--- src/hdl/ahrp_pkg.sv ---
// Shared constants and hex decode functions for the ASCII hex reading parser.
package ahrp_pkg;

    localparam int BYTE_W  = 8;
    localparam int POS_W   = 5;
    localparam int READ_W  = 16;
    localparam int SLOTS   = 8;
    localparam int SLOT_W  = 3;
    localparam int OUT_W   = 2 * READ_W;

    localparam logic [BYTE_W-1:0] CH_OPEN = 8'h3C;
    localparam logic [BYTE_W-1:0] CH_CR   = 8'h0D;
    localparam logic [BYTE_W-1:0] CH_LF   = 8'h0A;
    localparam logic [BYTE_W-1:0] CH_NUL  = 8'h00;
    localparam logic [BYTE_W-1:0] CH_ZERO = 8'h30;
    localparam logic [BYTE_W-1:0] CH_NINE = 8'h39;
    localparam logic [BYTE_W-1:0] CH_UPA  = 8'h41;
    localparam logic [BYTE_W-1:0] CH_UPF  = 8'h46;

    localparam logic [POS_W-1:0] LEN_LIMIT = 5'd18;
    localparam logic [POS_W-1:0] POS_MAX   = 5'd31;

    // Bit 4 flags a bad character; bits 3:0 hold the digit value.
    function automatic logic [4:0] hex_digit(input logic [BYTE_W-1:0] c);
        logic [BYTE_W-1:0] d;
        begin
            d = 8'h00;
            if (c >= CH_ZERO && c <= CH_NINE)
            begin
                d = c - CH_ZERO;
                hex_digit = {1'b0, d[3:0]};
            end
            else if (c >= CH_UPA && c <= CH_UPF)
            begin
                d = c - CH_UPA + 8'd10;
                hex_digit = {1'b0, d[3:0]};
            end
            else
            begin
                hex_digit = 5'h10;
            end
        end
    endfunction

    // Two characters to one byte; any bad character zeroes the pair.
    function automatic logic [BYTE_W-1:0] hex_pair(input logic [BYTE_W-1:0] hi,
                                                   input logic [BYTE_W-1:0] lo);
        logic [4:0] a;
        logic [4:0] b;
        begin
            a = hex_digit(hi);
            b = hex_digit(lo);
            if (a[4] || b[4])
            begin
                hex_pair = 8'h00;
            end
            else
            begin
                hex_pair = {a[3:0], b[3:0]};
            end
        end
    endfunction

endpackage

--- src/hdl/ahrp_in_reg.sv ---
// Input register stage: holds one received byte until the parser takes it.
module ahrp_in_reg
    import ahrp_pkg::*;
(
    input  logic              clk,
    input  logic              rst_n,
    input  logic              s_tvalid,
    output logic              s_tready,
    input  logic [BYTE_W-1:0] s_tdata,   // [7:0] rx_byte
    input  logic              advance,
    output logic              item_valid,
    output logic [BYTE_W-1:0] item_byte
);

    logic              valid_reg;
    logic              valid_next;
    logic [BYTE_W-1:0] byte_reg;

    assign s_tready   = !valid_reg || advance;
    assign item_valid = valid_reg;
    assign item_byte  = byte_reg;

    always_comb
    begin
        valid_next = valid_reg;
        if (s_tvalid && s_tready)
        begin
            valid_next = 1'b1;
        end
        else if (advance)
        begin
            valid_next = 1'b0;
        end
    end

    always_ff @(posedge clk or negedge rst_n)
    begin
        if (!rst_n)
        begin
            valid_reg <= 1'b0;
        end
        else
        begin
            valid_reg <= valid_next;
        end
    end

    always_ff @(posedge clk)
    begin
        if (s_tvalid && s_tready)
        begin
            byte_reg <= s_tdata;
        end
    end

endmodule

--- src/hdl/ahrp_parser.sv ---
// Message state, kept characters and reading decode; one byte per cycle while fire is high.
module ahrp_parser
    import ahrp_pkg::*;
(
    input  logic              clk,
    input  logic              rst_n,
    input  logic              fire,
    input  logic [BYTE_W-1:0] rx_byte,
    output logic              emit,
    output logic [READ_W-1:0] scl_hundredths,
    output logic [READ_W-1:0] hrv_thousandths
);

    logic              in_message_reg;
    logic              in_message_next;
    logic [POS_W-1:0]  char_position_reg;
    logic [POS_W-1:0]  char_position_next;
    logic              nul_seen_reg;
    logic              nul_seen_next;
    logic [BYTE_W-1:0] field_chars_reg [SLOTS];

    logic              take;
    logic              store;
    logic              slot_hit;
    logic [SLOT_W-1:0] slot;

    // Only positions 5-8 and 10-13 are kept.
    always_comb
    begin
        slot_hit = 1'b1;
        slot     = 3'd0;
        case (char_position_reg)
            5'd5:    slot = 3'd0;
            5'd6:    slot = 3'd1;
            5'd7:    slot = 3'd2;
            5'd8:    slot = 3'd3;
            5'd10:   slot = 3'd4;
            5'd11:   slot = 3'd5;
            5'd12:   slot = 3'd6;
            5'd13:   slot = 3'd7;
            default: slot_hit = 1'b0;
        endcase
    end

    assign take  = fire && (in_message_reg || rx_byte == CH_OPEN);
    assign store = take && rx_byte != CH_CR && rx_byte != CH_LF
                   && char_position_reg < POS_MAX;
    assign emit  = take && rx_byte == CH_CR && !nul_seen_reg
                   && char_position_reg > LEN_LIMIT;

    assign scl_hundredths  = {hex_pair(field_chars_reg[0], field_chars_reg[1]),
                              hex_pair(field_chars_reg[2], field_chars_reg[3])};
    assign hrv_thousandths = {hex_pair(field_chars_reg[4], field_chars_reg[5]),
                              hex_pair(field_chars_reg[6], field_chars_reg[7])};

    always_comb
    begin
        in_message_next    = in_message_reg;
        char_position_next = char_position_reg;
        nul_seen_next      = nul_seen_reg;
        if (take)
        begin
            if (rx_byte == CH_CR)
            begin
                // Close the message and wait for the next opener.
                in_message_next    = 1'b0;
                char_position_next = '0;
                nul_seen_next      = 1'b0;
            end
            else
            begin
                in_message_next = 1'b1;
                if (store)
                begin
                    char_position_next = char_position_reg + 5'd1;
                    if (rx_byte == CH_NUL && char_position_reg <= LEN_LIMIT)
                    begin
                        nul_seen_next = 1'b1;
                    end
                end
            end
        end
    end

    always_ff @(posedge clk or negedge rst_n)
    begin
        if (!rst_n)
        begin
            in_message_reg    <= 1'b0;
            char_position_reg <= '0;
            nul_seen_reg      <= 1'b0;
        end
        else
        begin
            in_message_reg    <= in_message_next;
            char_position_reg <= char_position_next;
            nul_seen_reg      <= nul_seen_next;
        end
    end

    always_ff @(posedge clk)
    begin
        if (store && slot_hit)
        begin
            field_chars_reg[slot] <= rx_byte;
        end
    end

endmodule

--- src/hdl/ascii_hex_reading_parser_unit.sv ---
// Top level of the ASCII hex reading parser: input stage, parser, result register.
//
// Slave stream (s_tvalid/s_tready/s_tdata) carries one received byte per beat.
// Bytes before a '<' are dropped; inside a message every byte but CR and LF is
// counted, and the characters at positions 5-8 and 10-13 are kept. A CR ends
// the message; if no NUL came within the first 19 positions and at least 19
// bytes were counted, one result beat goes out on the master stream with the
// two decoded 16-bit readings.
// A CR beat is held in the input register, parsed, and its result is captured
// in the result register before it goes out on the master stream.
// Throughput: one byte per cycle while the sink does not stall, set by the
// input register feeding the combinational parse and result register.
// When the sink stalls with a result waiting, the input register holds one
// more byte, then s_tready drops until the result beat is taken.
// Reset (rst_n low, asynchronous) empties both registers and returns the
// parser to waiting for '<'; kept characters are not cleared.
module ascii_hex_reading_parser_unit
    import ahrp_pkg::*;
(
    input  logic              clk,
    input  logic              rst_n,
    input  logic              s_tvalid,
    output logic              s_tready,
    input  logic [BYTE_W-1:0] s_tdata,   // [7:0] rx_byte
    output logic              m_tvalid,
    input  logic              m_tready,
    output logic [OUT_W-1:0]  m_tdata    // [15:0] scl_hundredths, [31:16] hrv_thousandths
);

    logic              item_valid;
    logic [BYTE_W-1:0] item_byte;
    logic              fire;
    logic              emit;
    logic [READ_W-1:0] scl;
    logic [READ_W-1:0] hrv;

    logic              out_valid_reg;
    logic              out_valid_next;
    logic [OUT_W-1:0]  out_data_reg;

    // Parse the held byte whenever the result register can take a new beat.
    assign fire = item_valid && (!out_valid_reg || m_tready);

    ahrp_in_reg u_in_reg (
        .clk        (clk),
        .rst_n      (rst_n),
        .s_tvalid   (s_tvalid),
        .s_tready   (s_tready),
        .s_tdata    (s_tdata),
        .advance    (fire),
        .item_valid (item_valid),
        .item_byte  (item_byte)
    );

    ahrp_parser u_parser (
        .clk             (clk),
        .rst_n           (rst_n),
        .fire            (fire),
        .rx_byte         (item_byte),
        .emit            (emit),
        .scl_hundredths  (scl),
        .hrv_thousandths (hrv)
    );

    always_comb
    begin
        out_valid_next = out_valid_reg;
        if (emit)
        begin
            out_valid_next = 1'b1;
        end
        else if (m_tready)
        begin
            out_valid_next = 1'b0;
        end
    end

    always_ff @(posedge clk or negedge rst_n)
    begin
        if (!rst_n)
        begin
            out_valid_reg <= 1'b0;
        end
        else
        begin
            out_valid_reg <= out_valid_next;
        end
    end

    always_ff @(posedge clk)
    begin
        if (emit)
        begin
            out_data_reg <= {hrv, scl};
        end
    end

    assign m_tvalid = out_valid_reg;
    assign m_tdata  = out_data_reg;

endmodule

--- config.mk ---
export PLATFORM = sky130hd
export DESIGN_NAME = ascii_hex_reading_parser_unit
export DESIGN_NICKNAME = d
export VERILOG_FILES = /design/src/hdl/ahrp_pkg.sv /design/src/hdl/ahrp_in_reg.sv /design/src/hdl/ahrp_parser.sv /design/src/hdl/ascii_hex_reading_parser_unit.sv
export SDC_FILE = /design/constraint.sdc
export NUM_CORES = 1
export LEC_CHECK = 0
export ABC_AREA = 1
export BUFFER_PORTS_ARGS = -buffer_cell sky130_fd_sc_hd__buf_2
export CORE_MARGIN = 4
export CORE_UTILIZATION = 50
export DETAILED_ROUTE_END_ITERATION = 10
export PLACE_DENSITY = 0.81
export SETUP_SLACK_MARGIN = 0.5
export SYNTH_ARGS = -nofsm -noshare
export SYNTH_HDL_FRONTEND = slang
export SYNTH_SLANG_ARGS = --single-unit
--- constraint.sdc ---
create_clock -name clk -period 2.1 [get_ports clk]
set_input_delay 0.315 -clock clk [delete_from_list [all_inputs] [get_ports clk]]
set_output_delay 0.315 -clock clk [all_outputs]
set_load 0.02 [all_outputs]
-- After elaboration in Yosys (flattened, before gate mapping)
Memories as Yosys holds them, arrays and structs flattened.
Cells that the tools add are included.
- register bits: 49
- memory bits (writable): 64
- input bits: 12
- output and inout bits: 34
- memories kept: 1
- add/subtract/negate cells: 25
- order comparisons: 35
- equal/unequal tests: 12
- multiplexer cells: 30
- reductions and logical operators: 45
- memories (name ; depth ; bits a word ; rd ports ; clocked after memory_dff ; write ports ; RTL line ; RTL):
    u_parser.field_chars_reg ; 8 ; 8 ; 8 ; 0 ; 1 ; ahrp_parser.sv:20 ; logic [BYTE_W-1:0] field_chars_reg [SLOTS];
- operators with widths (cell ; count):
    $mux W5 ; 18
    $ge A8 B6 Y1 const B ; 8
    $ge A8 B7 Y1 const B ; 8
    $le A8 B6 Y1 const B ; 8
    $le A8 B7 Y1 const B ; 8
    $sub A4 B1 Y4 const B ; 16
    $add A4 B4 Y4 const B ; 8
    $logic_and A1 B1 Y1 ; 27
    $eq A5 B4 Y1 const B ; 5
    $pmux W3 S7 ; 1
    $ne A8 B4 Y1 const B ; 2
    $eq A5 B3 Y1 const B ; 3
    $mux W1 ; 11
    $eq A8 B4 Y1 const B ; 1
    $eq A8 B6 Y1 const B ; 1
    $logic_not A8 Y1 ; 1
    $reduce_bool A2 Y1 ; 4
    $reduce_or A8 Y1 ; 1
    $logic_or A1 B1 Y1 ; 7
    $add A5 B1 Y5 const B ; 1
    $gt A5 B5 Y1 const B ; 1
    $le A5 B5 Y1 const B ; 1
    $lt A5 B5 Y1 const B ; 1
    $logic_not A1 Y1 ; 3
    2 further kinds ; 2

-- Logic depth before layout (Yosys ltp)
Gate-level depths: netlist of the first run.
- word-level depth: 10
- depth in mapped cells: 10

-- Cells and area by module
From an unflattened synthesis of the first run, not the netlist that was laid out.
- cells, all modules: 497
- area total of the unflattened synthesis: 5360.1 um^2
- modules (own cells, without submodules) (module ; times used ; cells each ; area each (um^2)):
    ahrp_parser ; 1 ; 444 ; 4061.4
    ascii_hex_reading_parser_unit ; 1 ; 39 ; 1013.5
    ahrp_in_reg ; 1 ; 14 ; 285.3

-- Worst setup path after synthesis of the first run
Ideal clock, no wire load.
- path kind: reg-to-reg
- from: register u_in_reg.byte_reg[6], in the netlist u_in_reg.item_byte[6]
- to: register out_data_reg[0], in the netlist m_tdata[0] (enable)
- setup time: 387 ps
- arrival: 1746 ps
- slack: -33 ps
- cell stages (with the launch flop): 8
- path through: edfxtp_1 inv_1 nand2_1 nor2_1 nand2_1 nor2_1 nand3_1 inv_1
- longest elaborated chain between the ends: 6
- elaborated cells on any way between the ends: 7
- ends and longest elaborated chain (what ; RTL line ; RTL):
    start: declaration ; ahrp_in_reg.sv:17 ; logic [BYTE_W-1:0] byte_reg;
    start signal: assignment ; ahrp_in_reg.sv:52 ; byte_reg <= s_tdata;
    $eq A8 B6 Y1 ; ahrp_parser.sv:45 ; assign take = fire && (in_message_reg || rx_byte == CH_OPEN);
    $logic_or A1 B1 Y1 ; ahrp_parser.sv:45 ;
    $logic_and A1 B1 Y1 ; ahrp_parser.sv:45 ;
    $logic_and A1 B1 Y1 (*) (2 in a row) ; ahrp_parser.sv:48 ; assign emit = take && rx_byte == CH_CR && !nul_seen_reg
    $logic_and A1 B1 Y1 (*) ; ahrp_parser.sv:49 ; && char_position_reg > LEN_LIMIT;
    net emit ; ascii_hex_reading_parser_unit.sv:33 ; logic emit;
    end signal: assignment ; ascii_hex_reading_parser_unit.sv:94 ; out_data_reg <= {hrv, scl};
    end: declaration ; ascii_hex_reading_parser_unit.sv:39 ; logic [OUT_W-1:0] out_data_reg;
The timed path passes the listed nets; every way through them passes the cells marked *.
A chain may end at the register's enable or synchronous reset.

-- Worst setup path in the final report of the first run
- from: register u_in_reg.byte_reg[1], in the netlist u_in_reg.item_byte[1]
- to: register out_data_reg[12], in the netlist m_tdata[12] (enable)
Same word-level chain as after synthesis.

==> metrics.txt, run 1 <==
outcome completed; syn nets 567; P&R area growth vs syn 49.3%; initial drt markers 389; Setup-failing EPs final 0; Clock Tree Buf Depth 2; total grt overflow 0; Placer Congestion 0.919; total number of vias 4711; CTS tree built; Sw Ratio 26.6%; io pins 46; clk_skew 11.8 ps; clk_lat worst skew 530 ps; Final Max Tran Viols 0; WHS 40.0 ps; final core utilization 77.4%; Synth cell types 25; Worst VDD drop 0.624 mV; synth cell count leaders 111 x nand2_1, 104 x edfxtp_1, 76 x inv_1, 61 x nor2_1, 35 x ha_1; launching point of the worst reg2reg path u_in_reg.item_byte[1]; sequential power share 41.0%; ANT cells 0; Finished Cell Area 0.00809 mm^2; maxcap violations 0; Internal Power 4.73 mW; critical path data required time 2330 ps; WP buf/inv 5; initial core utilization 51.8%; top-area cell type share of the netlist area 57.6%; vias per cell 5.65; share of post-route cells with drive strength above 1 47.6%; max_slew headroom 78.0%; Tmin final 1990 ps; H-tree Lvls 4; Final ANT Viol Nets 0; port bufs 45; row count 37; final setup margin 113 ps; post-DR wirelength/cell 18.7 um; largest net degree at the start of global routing 17; DRT Pass-1 Iters 7; Most Frequent Cell on Critical Path nand2_2; core area 0.0105 mm^2; PD cells 796 mW/mm^2; RSZ-0062 raised after global routing yes; crit path DAT 2220 ps; Synth area leader edfxtp_1; count leader, synth nand2_1; Final period util 94.6%; via count of the first global-routing pass 4299; Reg-to-Reg End m_tdata[12]; CP endpoint kind flop; Die ar. 0.0126 mm^2; hold path endpoint u_in_reg.item_valid; # DRC 0; top cells by area, synth edfxtp_1 58%, ha_1 8.1%, nand2_1 7.7%; launch point of the worst hold path s_tvalid; Pleak 3.34 nW; part of the power in the clock network 43.4%; CTS sink cnt 113; Slowest-stage cell, CP edfxtp_1; clk slew on worst S/H paths 50 ps; Cells after Synth 520; cells on worst reg2reg path 12; Die Span Y 112 um; cell family contributing the most delay on the critical path simple AND/OR/NAND/NOR gates; Mapped Avg Cell Area 10.4 um^2; number of synthesized register bits 113; HPWL after DPL 7070 um; Startpoint Class flop; crit-path cells inv_1, nand2_2, nor2_2, nand2_1, nand2_2, nand2_2, nor2_4, nand3_2, clkinvlp_4, buf_12, buf_12, buf_16; Fin Setup TNS 0 ps; Global Route Usage Sum 20.0%; CP max stage delay 440 ps; hold path depth 3; critical path peak fanout 8; max reg flops 64; Cell Area, Placed 0.00602 mm^2; Post-synth EDFFs 104; Post-Synthesis Cell Area 0.00542 mm^2; combinational group share of total power 15.6%; Worst-Margin Slew 327 ps; hold crit path type input port to flop; Max Clk Rate 503 MHz; pre-CTS setup slack 133 ps; Final nets 733; Post-synth ARST share 7.96%; Crit Path Class flop to flop; NetSw 1.72 mW; antenna violations before repair 0; flop2flop setup slack 110 ps; Syn. warnings 0; dominant synthesized flop cell edfxtp_1; final WL 15600 um; Clock Tree Root clkbuf_8; Die Wd 112 um; register area share after synthesis 61.7%; Num CTS Buffers 17; Fin. Hold Viols 0; first-pass GRT wire length 20000 um
## placed cells by master, fill, tap and decap left out, types with 6 or more instances in the layout
cell type and instances:
nand2_2 24, nand2_4 10, inv_4 7, nand3b_1 7, nor2_2 8, nor3_1 11
ha_2 7, ha_1 12, buf_4 74, a21oi_2 9, buf_6 12, buf_2 44
ha_4 16, nand4_1 6, o21ai_0 9, nor2_1 36, dlygate4sd3_1 9, inv_1 42
o21ai_1 10, nand3_1 18, nand3_2 9, edfxtp_1 104, a21oi_1 8, inv_2 27
clkinvlp_4 6, o21ai_2 13, nor2_4 18, clkbuf_16 17, nand2_1 78
## worst register-to-register path, cell delays in order (launching register included)
cell and delay [ps]:
edfxtp_1 440, inv_1 110, nand2_2 60, nor2_2 130, nand2_1 100, nand2_2 110, nand2_2 70, nor2_4 130
nand3_2 110, clkinvlp_4 110, buf_12 110, buf_12 100, buf_16 130
## cell type report
cell class              instances  area, um^2
flip-flops and latches        113        3350
multi-input cells             329        2510
fillers                       544        2370
repair buffers                147        1180
clock buffers                  19         422
inverters                      78         318
well taps                     136         170
clock inverters                12         143
## per-stage QoR
step           power [mW]  cells
3_5_place_dp         3.17    712
6_report             6.44    834
5_1_grt              6.63    834
3_3_place_gp         3.15    712
2_1_floorplan        3.02    520
4_1_cts              6.08    797
## power groups by stage
stage / sequential, mW / combinational, mW / clock [mW]
3_5_place_dp: 2.66 / 0.515 / 0
5_1_grt: 2.64 / 1.08 / 2.91
3_3_place_gp: 2.65 / 0.498 / 0
6_report: 2.64 / 1.01 / 2.80
2_1_floorplan: 2.64 / 0.378 / 0
4_1_cts: 2.62 / 0.723 / 2.74
## cells by family after synthesis
family                   share of synthesized area, %
AND/OR/NAND/NOR                                  18.0
flip-flops                                       61.7
buffers and inverters                            5.40
AO/OA/AOI/OAI                                    5.63
adder cells (fa/ha/maj)                          8.08
XOR/XNOR                                         1.13
## what timing repair did
item,in CTS,in global routing
pin swaps,24,67
setup endpoints to repair,128,134
gates resized for setup,46,181
hold buffers,9,0
cloned,2,1
hold endpoints to repair,17,0
buffers inserted,43,36
## metal layers
metal / vias to the layer above / global-route usage [%] / share of wire (%)
met5: - / 0 / 0
met4: 0 / 12.7 / 7.2
met3: 98 / 5.18 / 7.2
met2: 277 / 35.3 / 52
met1: 2249 / 21.1 / 34
li1: 2087 / - / -
## worst max path at each step
stage                                        startpoint                        endpoint  slack, ps  cells after the start
after global routing              u_in_reg.item_byte[1]                      m_tdata[3]         50                     12
after floorplan                   u_in_reg.item_byte[1]                      m_tdata[0]        240                      9
after global placement    u_parser.char_position_reg[0]  u_parser.field_chars_reg[0][1]        230                     10
after detailed placement  u_parser.char_position_reg[1]  u_parser.field_chars_reg[0][1]        130                      9
final                             u_in_reg.item_byte[1]                     m_tdata[12]        110                     12
after CTS                 u_parser.char_position_reg[0]  u_parser.field_chars_reg[7][2]        210                     10
No activity file was read; power rests on OpenSTA's default activity.
==> run 2: changes to the inputs <==
Settings changed: CELL_PAD_IN_SITES_DETAIL_PLACEMENT from default to 0, CELL_PAD_IN_SITES_GLOBAL_PLACEMENT from default to 2, CORE_MARGIN 4 to 2, CORE_UTILIZATION 50 to 35, PLACE_DENSITY 0.81 to 0.85.
==> run 2 against run 1 <==
Net effect:
- global-route usage is 6.0 points lower
- fmax up 6.4%
- combinational power decreased by 21%
- clock skew fell by 4.0 ps
- non-clock buffer count decreased by 41
- die area is 31% higher
==> metrics.txt, run 2 (same netlist as run 1, synthesis figures left out) <==
total number of vias 3940 (-16%); vias per cell 4.66 (-18%); row count 45 (+22%); final core utilization 50.5% (-27 points); critical path peak fanout 8 (unchanged); total grt overflow 0 (unchanged); post-DR wirelength/cell 13.6 um (-28%); Setup-failing EPs final 0 (unchanged); Sw Ratio 23.9% (-2.8 points); initial drt markers 150 (-61%); Internal Power 4.95 mW (+4.8%); Fin Setup TNS 0 ps (unchanged); Final Max Tran Viols 0 (unchanged); Die Wd 128 um (+15%); outcome completed; Clock Tree Buf Depth 2 (unchanged); crit path DAT 1960 ps (-260 ps); max reg flops 64 (unchanged); clk_lat worst skew 420 ps (-110 ps); CTS tree built; Final nets 692 (-5.6%); launch point of the worst hold path s_tdata[5]; Fin. Hold Viols 0 (unchanged); part of the power in the clock network 47.2% (+3.8 points); final WL 11500 um (-26%); Die Span Y 128 um (+15%); antenna violations before repair 0 (unchanged); H-tree Lvls 4 (unchanged); met2 usage 23.2% (-12 points); Die ar. 0.0165 mm^2 (+31%); port bufs 45 (unchanged); ANT cells 0 (unchanged); Max Clk Rate 535 MHz (+6.4%); flop2flop setup slack 230 ps (+120 ps); most common cell after layout, fill and taps aside edfxtp_1; busiest grt layer met2; initial core utilization 35.8% (-16 points); sequential power share 40.5% (-0.5 points); Num CTS Buffers 17 (unchanged); first-pass GRT wire length 17400 um (-13%); critical path data required time 2200 ps (-130 ps); Final ANT Viol Nets 0 (unchanged); core area 0.0151 mm^2 (+45%); Worst VDD drop 0.592 mV (-5.1%); HPWL after DPL 7000 um (-1.0%); hold path depth 1 (-2); hold crit path type input port to flop; Worst-Margin Slew 384 ps (+56.9 ps); Clock Tree Root clkbuf_16; Final period util 89.0% (-5.7 points); Global Route Usage Sum 14.0% (-6.0 points); launching point of the worst reg2reg path u_parser.char_position_reg[0]; clk_skew 7.87 ps (-3.95 ps); io pins 46 (unchanged); # DRC 0 (unchanged); max_slew headroom 74.2% (-3.8 points); maxcap violations 0 (unchanged); clk slew on worst S/H paths 50 ps (about the same); Pleak 3.16 nW (-5.3%); CP endpoint kind flop; CTS sink cnt 113 (unchanged); Tot Pwr 6.51 mW (+0.99%); Startpoint Class flop; NetSw 1.55 mW (-9.5%); Reg-to-Reg End u_parser.field_chars_reg[2][7]; met1 GRT Util 16.8% (-4.3 points); cells on worst reg2reg path 7 (-5); via count of the first global-routing pass 3636 (-15%); DRT Pass-1 Iters 5 (-2); P&R area growth vs syn 40.9%; commonest non-fill, non-tap cells in the layout 104 x edfxtp_1, 82 x nand2_1, 47 x buf_4; Crit Path Class flop to flop; largest net degree at the start of global routing 17 (unchanged); share of post-route cells with drive strength above 1 41.3% (-6.2 points); combinational group share of total power 12.2% (-3.4 points); RSZ-0062 raised after global routing yes; PD cells 851 mW/mm^2 (+7.0%); Placer Congestion 0.804 (-13%); Tmin final 1870 ps (-119 ps); global routing usage on met3 3.87% (-1.3 points); hold path endpoint u_in_reg.item_byte[5]
[run 2: power groups by stage]
stage,sequential (mW),clock (mW),combinational (mW)
final,2.64,3.07,0.797
after global routing,2.64,3.23,0.884
after CTS,2.60,3.13,0.621
after detailed placement,2.65,0,0.528
after global placement,2.65,0,0.522
after floorplan,2.64,0,0.378
[run 2: how the worst max path moves through the flow]
| stage | from | cells past startpoint | slack (ps) | end |
|---|---|---|---|---|
| after global placement | u_in_reg.item_byte[3] | 8 | 200 | u_parser.field_chars_reg[3][0] |
| final | u_parser.char_position_reg[0] | 7 | 230 | u_parser.field_chars_reg[2][7] |
| after CTS | u_parser.char_position_reg[0] | 7 | 220 | u_parser.field_chars_reg[4][2] |
| after global routing | u_parser.char_position_reg[0] | 9 | 110 | u_parser.field_chars_reg[3][3] |
| after floorplan | u_in_reg.item_byte[1] | 9 | 240 | m_tdata[0] |
| after detailed placement | u_parser.char_position_reg[1] | 9 | 170 | u_parser.field_chars_reg[3][0] |
[run 2: routing by layer]
layer | part of all wire (%) | vias to the layer above
met5 | 0 | -
met4 | 2.5 | 0
met3 | 3.2 | 23
met2 | 51 | 69
met1 | 44 | 1848
li1 | - | 2000
[run 2: metrics by stage]
step                setup WS (ps)  hold WS, ps  area [um^2]  std cells
finish                        232         72.3         7640        846
global route                  110         59.7         7640        846
CTS                           216         56.6         7160        835
detailed placement            169          185         6070        763
global placement              202          184         6070        763
floorplan                     242         19.4         5530        520
[run 2: final cells by class]
type / count / area (um^2)
fill: 1292 / 7500
sequential: 113 / 3350
multi-input combinational: 329 / 2310
timing repair buffer: 106 / 792
clock buffer: 23 / 488
inverter: 78 / 304
tap: 188 / 235
clock inverter: 9 / 153
[run 2: repair_timing]
action	in CTS	in global routing
hold endpoints to repair	9	0
cloned	3	0
setup buffers	36	11
hold buffers	1	0
setup endpoints to repair	128	134
pin swaps	16	44
gates resized for setup	34	142
[run 2: worst max-delay path, cell delays in order, from the launching register on]
cell and delay (ps):
dfrtp_2 450, buf_4 160, ha_4 170, o211ai_2 210
nand2_2 120, nor2_2 110, nand2_1 90, nor2_4 230
